### config.mk
export PLATFORM = sky130hd
export DESIGN_NAME = square_qam_mapper_demapper_top
export DESIGN_NICKNAME = d
export VERILOG_FILES = /design/src/hdl/sqmd_pkg.sv /design/src/hdl/sqmd_axis.sv /design/src/hdl/square_qam_mapper_demapper_top.sv
export SDC_FILE = /design/constraint.sdc
export NUM_CORES = 2
export LEC_CHECK = 0
export BUFFER_PORTS_ARGS = -buffer_cell sky130_fd_sc_hd__buf_2
export CELL_PAD_IN_SITES_DETAIL_PLACEMENT = 1
export CELL_PAD_IN_SITES_GLOBAL_PLACEMENT = 1
export CORE_ASPECT_RATIO = 1.75
export CORE_MARGIN = 1.5
export CORE_UTILIZATION = 38
export CTS_BUF_LIST = sky130_fd_sc_hd__clkbuf_8
export DETAILED_ROUTE_END_ITERATION = 7
export GPL_ROUTABILITY_DRIVEN = 1
export PLACE_DENSITY = 0.72
export SLEW_MARGIN = 10
export SYNTH_ARGS = -nofsm -noshare
export SYNTH_HDL_FRONTEND = slang
export SYNTH_HIERARCHICAL = 1
export SYNTH_SLANG_ARGS = --single-unit
### constraint.sdc
create_clock -name clk -period 42.1 [get_ports clk]
set_clock_uncertainty 0.05 [all_clocks]
set_input_delay 2.105 -clock clk [delete_from_list [all_inputs] [get_ports clk]]
set_output_delay 2.105 -clock clk [all_outputs]
set_load 0.03 [all_outputs]
### src/hdl/sqmd_pkg.sv
// shared types and elaboration-time constant functions for the qam mapper/demapper
package sqmd_pkg;

	// operation codes carried in tuser
	typedef enum logic {
		KIND_MAP   = 1'b0,
		KIND_DEMAP = 1'b1
	} kind_t;

	// order codes of the configuration register
	localparam logic [1:0] ORDER_4   = 2'd0;
	localparam logic [1:0] ORDER_16  = 2'd1;
	localparam logic [1:0] ORDER_64  = 2'd2;
	localparam logic [1:0] ORDER_RST = ORDER_16;

	// largest axis size and its index width
	localparam int MAX_L = 8;
	localparam int AXW   = 3;

	// floor square root, used for constants only
	function automatic longint unsigned isqrt(longint unsigned n);
		longint unsigned r;
		longint unsigned b;
		longint unsigned x;
		r = 0;
		b = 64'd1 << 62;
		x = n;
		while (b > x) b = b >> 2;
		while (b != 0) begin
			if (x >= r + b) begin
				x = x - (r + b);
				r = (r >> 1) + b;
			end else begin
				r = r >> 1;
			end
			b = b >> 2;
		end
		return r;
	endfunction

	// unit-power scale for a given axis bit count
	function automatic longint scale_of(int fb, int kb);
		longint unsigned num;
		longint unsigned q;
		num = 64'd1 << (2 * (fb + 1));
		unique case (kb)
			1:       q = num / 2;
			2:       q = num / 10;
			default: q = num / 42;
		endcase
		return longint'((isqrt(q) + 1) / 2);
	endfunction

	// saturated coordinate of grid position k on one axis
	function automatic longint point_of(int sw, int fb, int kb, int k);
		longint l;
		longint v;
		longint hi;
		l  = longint'(1) << kb;
		v  = ((l - 1) - 2 * longint'(k)) * scale_of(fb, kb);
		hi = (longint'(1) << (sw - 1)) - 1;
		if (v > hi) v = hi;
		if (v < -hi - 1) v = -hi - 1;
		return v;
	endfunction

endpackage

### src/hdl/sqmd_axis.sv
// per-axis nearest grid position search: distance stage and two registered min stages
module sqmd_axis #(
	parameter int SAMPLE_WIDTH = 16,
	parameter int FRAC_BITS    = 12
) (
	input  logic                           clk,
	input  logic                           en,
	input  logic [1:0]                     kb_sel,
	input  logic signed [SAMPLE_WIDTH-1:0] smp,
	output logic [sqmd_pkg::AXW-1:0]       idx
);

	localparam int SW = SAMPLE_WIDTH;

	typedef struct packed {
		logic [SW:0]              d;
		logic [sqmd_pkg::AXW-1:0] i;
	} cand_t;

	logic signed [SW-1:0] pts [3][sqmd_pkg::MAX_L];

	// constant point table, one row per order
	for (genvar m = 0; m < 3; m++) begin : g_ord
		for (genvar k = 0; k < sqmd_pkg::MAX_L; k++) begin : g_pt
			assign pts[m][k] = SW'(sqmd_pkg::point_of(SW, FRAC_BITS, m + 1, k));
		end
	end

	cand_t dist_s2 [sqmd_pkg::MAX_L];
	cand_t half_s3 [2];
	cand_t best_s4;

	logic [3:0]  lcnt;
	cand_t       dist_d [sqmd_pkg::MAX_L];
	cand_t       l1 [4];
	cand_t       l2 [2];
	logic [SW:0] diff [sqmd_pkg::MAX_L];

	assign lcnt = 4'd2 << kb_sel;

	// absolute distance to every candidate, unused ones pushed to the top
	always_comb begin
		for (int k = 0; k < sqmd_pkg::MAX_L; k++) begin
			diff[k] = {smp[SW-1], smp} - {pts[kb_sel][k][SW-1], pts[kb_sel][k]};
			dist_d[k].i = sqmd_pkg::AXW'(k);
			if (4'(k) < lcnt)
				dist_d[k].d = diff[k][SW] ? -diff[k] : diff[k];
			else
				dist_d[k].d = '1;
		end
	end

	// two tree levels, lower index kept on a tie
	always_comb begin
		for (int k = 0; k < 4; k++)
			l1[k] = (dist_s2[2*k+1].d < dist_s2[2*k].d) ? dist_s2[2*k+1] : dist_s2[2*k];
		for (int k = 0; k < 2; k++)
			l2[k] = (l1[2*k+1].d < l1[2*k].d) ? l1[2*k+1] : l1[2*k];
	end

	always_ff @(posedge clk) begin
		if (en) begin
			dist_s2 <= dist_d;
			half_s3 <= l2;
			best_s4 <= (half_s3[1].d < half_s3[0].d) ? half_s3[1] : half_s3[0];
		end
	end

	assign idx = best_s4.i;

endmodule

### src/hdl/square_qam_mapper_demapper_top.sv
// top level of the square qam mapper and hard-decision demapper
//
// channel | dir | words                         | tdata / tuser
// s_      | in  | map index or received sample  | symbol_in, re_in, im_in / kind
// m_      | out | mapped point or decided index | re_out, im_out, symbol_out
// cfg_    | in  | order_mode write              | cfg_wdata
//
// four register stages: input, distance, two-level min, final min and output
// one word per cycle unless output stalls; m_tvalid is the final stage valid
// the whole pipeline advances together; a stalled output holds every stage
// arst_n clears the valid bits and sets the order to 16-QAM
module square_qam_mapper_demapper_top #(
	parameter int SAMPLE_WIDTH = 16,
	parameter int FRAC_BITS    = 12
) (
	input  logic                 clk,
	input  logic                 arst_n,
	input  logic                 s_tvalid,
	output logic                 s_tready,
	// symbol_in, re_in, im_in, zero fill
	input  logic [((2 * SAMPLE_WIDTH + 6 + 7) / 8) * 8 - 1:0] s_tdata,
	input  logic                 s_tuser,   // kind
	output logic                 m_tvalid,
	input  logic                 m_tready,
	// re_out, im_out, symbol_out, zero fill
	output logic [((2 * SAMPLE_WIDTH + 6 + 7) / 8) * 8 - 1:0] m_tdata,
	input  logic                 cfg_we,
	input  logic [1:0]           cfg_wdata
);

	localparam int SW = SAMPLE_WIDTH;
	localparam int DW = ((2 * SW + 6 + 7) / 8) * 8;
	localparam int AXW = sqmd_pkg::AXW;

	logic [1:0] order_q;

	// order register
	always_ff @(posedge clk or negedge arst_n) begin
		if (!arst_n) order_q <= sqmd_pkg::ORDER_RST;
		else if (cfg_we) order_q <= cfg_wdata;
	end

	logic en;
	logic v_s1, v_s2, v_s3, v_s4;
	assign en       = !v_s4 || m_tready;
	assign s_tready = en;
	assign m_tvalid = v_s4;

	// valid bits
	always_ff @(posedge clk or negedge arst_n) begin
		if (!arst_n) begin
			v_s1 <= 1'b0;
			v_s2 <= 1'b0;
			v_s3 <= 1'b0;
			v_s4 <= 1'b0;
		end else if (en) begin
			v_s1 <= s_tvalid;
			v_s2 <= v_s1;
			v_s3 <= v_s2;
			v_s4 <= v_s3;
		end
	end

	sqmd_pkg::kind_t      kind_s1, kind_s2, kind_s3, kind_s4;
	logic [5:0]           sym_s1;
	logic signed [SW-1:0] re_s1, im_s1;
	logic [1:0]           kb_s1, kb_s2, kb_s3, kb_s4;
	logic signed [SW-1:0] mre_s2, mim_s2, mre_s3, mim_s3, mre_s4, mim_s4;

	logic signed [SW-1:0] pts [3][sqmd_pkg::MAX_L];

	// constant point table for the map path
	for (genvar m = 0; m < 3; m++) begin : g_ord
		for (genvar k = 0; k < sqmd_pkg::MAX_L; k++) begin : g_pt
			assign pts[m][k] = SW'(sqmd_pkg::point_of(SW, FRAC_BITS, m + 1, k));
		end
	end

	logic [AXW-1:0] lmask, row_d, col_d;
	assign lmask = AXW'((4'd2 << kb_s1) - 4'd1);
	assign row_d = AXW'(sym_s1 >> ({1'b0, kb_s1} + 3'd1)) & lmask;
	assign col_d = sym_s1[AXW-1:0] & lmask;

	// pipeline payload
	always_ff @(posedge clk) begin
		if (en) begin
			kind_s1 <= sqmd_pkg::kind_t'(s_tuser);
			sym_s1  <= s_tdata[5:0];
			re_s1   <= s_tdata[6 +: SW];
			im_s1   <= s_tdata[6 + SW +: SW];
			kb_s1   <= order_q[1] ? sqmd_pkg::ORDER_64 : order_q;

			kind_s2 <= kind_s1;
			kb_s2   <= kb_s1;
			mre_s2  <= (kind_s1 == sqmd_pkg::KIND_MAP) ? pts[kb_s1][row_d] : '0;
			mim_s2  <= (kind_s1 == sqmd_pkg::KIND_MAP) ? pts[kb_s1][col_d] : '0;

			kind_s3 <= kind_s2;
			kb_s3   <= kb_s2;
			mre_s3  <= mre_s2;
			mim_s3  <= mim_s2;

			kind_s4 <= kind_s3;
			kb_s4   <= kb_s3;
			mre_s4  <= mre_s3;
			mim_s4  <= mim_s3;
		end
	end

	logic [AXW-1:0] row_s4, col_s4;

	sqmd_axis #(.SAMPLE_WIDTH(SW), .FRAC_BITS(FRAC_BITS)) u_row (
		.clk(clk), .en(en), .kb_sel(kb_s1), .smp(re_s1), .idx(row_s4)
	);

	sqmd_axis #(.SAMPLE_WIDTH(SW), .FRAC_BITS(FRAC_BITS)) u_col (
		.clk(clk), .en(en), .kb_sel(kb_s1), .smp(im_s1), .idx(col_s4)
	);

	// decided index, row then column
	logic [5:0] sym_out;
	assign sym_out = (kind_s4 == sqmd_pkg::KIND_DEMAP)
		? ((6'(row_s4) << ({1'b0, kb_s4} + 3'd1)) | 6'(col_s4)) : 6'd0;

	assign m_tdata = DW'({sym_out, mim_s4, mre_s4});

	// a map word never carries an index
	a_map_sym: assert property (@(posedge clk) disable iff (!arst_n)
		m_tvalid && kind_s4 == sqmd_pkg::KIND_MAP |-> m_tdata[2*SW +: 6] == 6'd0)
		else $error("map word with nonzero index");

	// a demap word never carries coordinates
	a_demap_pt: assert property (@(posedge clk) disable iff (!arst_n)
		m_tvalid && kind_s4 == sqmd_pkg::KIND_DEMAP |-> m_tdata[2*SW-1:0] == '0)
		else $error("demap word with nonzero point");

	// a stalled output word stays put
	a_hold: assert property (@(posedge clk) disable iff (!arst_n)
		m_tvalid && !m_tready |=> m_tvalid && $stable(m_tdata))
		else $error("pipeline moved during stall");

	// ready follows the output stage
	a_fill: assert property (@(posedge clk) disable iff (!arst_n)
		s_tready == (!v_s4 || m_tready))
		else $error("ready not tied to output stage");

endmodule
==> summary.md <==
| Metric | Value |
|---|---|
| Routed wire length | between 150 and 200 mm |
| RR Startpoint | u_col/dist_s2[5] |
| Wire per inst | roughly 25 um |
| Vias per cell | about 5.9 |
| Min Tclk post-route | 6.310 ns |
| # Max-Cap Violations | 0 |
| Synth warnings | 6 |
| Initial detailed-routing violation count | around 1400 |
| Die area | 114900 um^2 |
| Clock slew at reported path FFs | about 0.070 ns |
| GRT Util Overall | about 26% |
| Setup-failing EPs final | 0 |
| Die Y | ~450 um |
| Number of enable flip-flop cells after synthesis | 489 |
| Hold Crit Class | reg -> reg |
| R2r setup slk | ~36 ns |
| Area growth from synthesis to layout | 7.858% |
| Placed cell areas | between 40000 and 50000 um^2 |
| CP Data Required Time | between 40 and 50 ns |
| Final hold violations | 0 |
| CTS max path bufs | 3 |
| Critical path arrival | about 6.6 ns |
| Slew HR | 25.70% |
| Clock Sinks | 495 |
| Clock Tree Root | clkbuf_8 |
| Area of the core | around 110000 um^2 |
| FF-to-FF End | u_col/half_s3[16] |
| Setup Crit Path Kind | in -> reg |
| Tcrit/Tclk final | between 10% and 20% |
| Status | finished, final reports clean |
| Total CTS buffers | 81 |
| DRT Pass-1 Iters | 5 |
| Asr flop ratio synth | approximately 1.2% |
| First-pass GRT wire length | approximately 230 mm |
| Htree depth | 3 |
| PostCTS Resize Cnt | 0 |
| Vias in the first global route | between 30000 and 40000 |
| Crit Path Max Fanout | 72 |
| Worst-Skew Late Latency | between 0.7 and 0.8 ns |
| Max Freq | roughly 0.16 GHz |
| Register area share after synthesis | 34.60% |
| Post-CTS setup buffer count | 0 |
| Tightest Pin Transition | between 1 and 1.5 ns |
| Final net count | 5069 |
| Effective utilization at floorplan | 38.39% |
| R2R cell count | 19 |
| Crit path from | m_tready |
| Ys flop type | edfxtp_1 |
| Row cnt | about 160 |
| RePlAce Congestion | slightly below 1 |
| Port Buffer Count | 85 |
| Die width | about 260 um |
| Setup TNS | 0 ns |
| Cts-stage hold buffer count | 0 |
| Via count | 36530 |
| TritonCTS clock tree | done |
| Yosys cell types | 134 |
| Total grt overflow | 0 |
| Fin. max-slew vios | 0 |
| Crit start category | primary input |
| RSZ-0062 raised after global routing | no |
| Antenna violations before repair | 2 |
| Antenna Nets Post-Route | 0 |
| Io pins | 90 |
| Dpl hpwl | between 100 and 150 mm |
| Number of synthesized register bits | between 400 and 500 |
| Layout cells sized above 1 | slightly below 9% |
| Final design instance area without fill | ~46000 um^2 |
| Mapped Cells | around 4600 |
| Crit path to | im_s1[10] |
| DRC | 0 |
| CP Capture Type | flip-flop |
| Syn Area/Cell | between 9 and 10 um^2 |
| Mapped cell area | 42880 um^2 |
| Largest net degree at the start of global routing | 73 |
==> synth_stat cells, types with 23 or more instances <==
cell type	number	area, um^2
xnor2_1	186	1629
ha_1	375	4692
o2111ai_1	23	201.4
inv_1	344	1291
a21oi_1	281	1406
a21o_1	98	735.7
a31oi_1	57	356.6
o21ai_0	244	1221
nand2_1	370	1389
o21a_1	67	503.0
mux2i_1	219	2192
and2_1	54	337.8
and3_1	48	300.3
nor2b_1	41	256.5
nand3b_1	26	195.2
xor2_1	117	1025
nand3_1	104	520.5
nor3b_1	29	217.7
nor2_1	281	1055
clkbuf_1	140	525.5
a311oi_1	26	227.7
nor4_1	35	219.0
nand4_1	51	319.1
nor3_1	117	585.6
buf_2	55	275.3
a211oi_1	51	382.9
edfxtp_1	489	14680
or2_2	26	162.7
o31ai_1	28	210.2
or3_1	63	394.1
o211ai_1	57	427.9
nand2b_1	54	337.8
==> metal layers <==
metal / track usage (%) / up-vias / routed length, um
met5: 0 / - / 0
met4: 26.77 / 0 / 17550
met3: 3.363 / 531 / 4853
met2: 49.54 / 855 / 80400
met1: 22.31 / 17870 / 49060
li1: - / 17280 / -
==> layout by cell type (no fill, tap or decap), types with 17 or more instances in the layout <==
master	count
a2111oi_0	22
a211oi_1	51
a21o_1	98
a21oi_1	279
a221oi_1	20
a311oi_1	26
a31oi_1	57
and2_1	54
and3_1	48
buf_2	85
buf_4	70
clkbuf_8	82
edfxtp_1	489
ha_1	375
inv_1	362
mux2_2	20
mux2i_1	219
nand2_1	370
nand2b_1	53
nand3_1	104
nand3b_1	26
nand4_1	51
nor2_1	281
nor2b_1	40
nor3_1	117
nor3b_1	29
nor4_1	34
o2111ai_1	23
o211ai_1	57
o21a_1	67
o21ai_0	240
o22ai_1	21
o31ai_1	28
o41ai_1	17
or2_2	26
or3_1	63
xnor2_1	186
xor2_1	117
==> worst min-delay path by stage <==
stage	start	endpoint	slack (ns)	depth (start not counted)
4_1_cts	mre_s3[0]	mre_s4[0]	0.37	0
6_report	mre_s3[0]	mre_s4[0]	0.36	0
2_1_floorplan	kb_s2[0]	kb_s3[0]	0.35	0
5_1_grt	kind_s3	kind_s4	0.37	0
3_3_place_gp	mim_s3[3]	mim_s4[3]	0.35	0
3_5_place_dp	mre_s2[9]	mre_s3[9]	0.36	0
==> area by class of cell <==
type / count / area [um^2]
Fill cell: 12860 / 65430
Multi-Input combinational cell: 3560 / 25730
Sequential cell: 495 / 14840
Tap cell: 1476 / 1847
Inverter: 351 / 1318
Clock buffer: 82 / 1129
Timing Repair Buffer: 155 / 950.9
Clock inverter: 62 / 436.7
Antenna cell: 1 / 2.502
==> per-stage QoR <==
step / setup WS [ns] / std cells / hold slack [ns] / utilization [%]
after floorplan: 25.89 / 4644 / 0.3503 / -
after global placement: 35.11 / 6037 / 0.3507 / 40.00
after detailed placement: 34.92 / 6037 / 0.3551 / 40.00
after CTS: 35.76 / 6181 / 0.3667 / 41.40
after global routing: 35.39 / 6182 / 0.3711 / 41.41
final: 35.79 / 6182 / 0.3631 / 41.41
==> critical path: stages <==
cell and delay (ns):
buf_2 0.07, nand2b_4 0.58, buf_4 0.82, buf_4 0.68, buf_4 0.74, buf_4 0.74, buf_4 0.68
==> registers in the layout, indices dropped and copies added (netlist names), 2 cells and up <==
register and flops:
u_col/dist_s2 132, u_row/dist_s2 132, u_col/half_s3 38, u_row/half_s3 38, im_s1 16, mre_s2 16, mre_s3 16, mre_s4 16
re_s1 16, mim_s2 15, mim_s3 15, mim_s4 15, sym_s1 6, u_col/idx 3, u_row/idx 3, kb_s1 2
kb_s2 2, kb_s3 2, kb_s4 2, order_q 2
==> cells by family after synthesis <==
| logic type | after synthesis | share of synthesized area, % |
|---|---|---|
| other cells | 1 | 0.008745 |
| xor+xnor | 305 | 6.282 |
| buf+inv | 589 | 5.570 |
| simple gates | 1385 | 16.56 |
| compound gates | 1244 | 19.98 |
| mux | 247 | 5.967 |
| fa+ha+maj | 377 | 11.04 |
| flops | 495 | 34.60 |
Power is not shown: default switching activity piles up to over one toggle a cycle in this logic, so the estimate is an artifact.
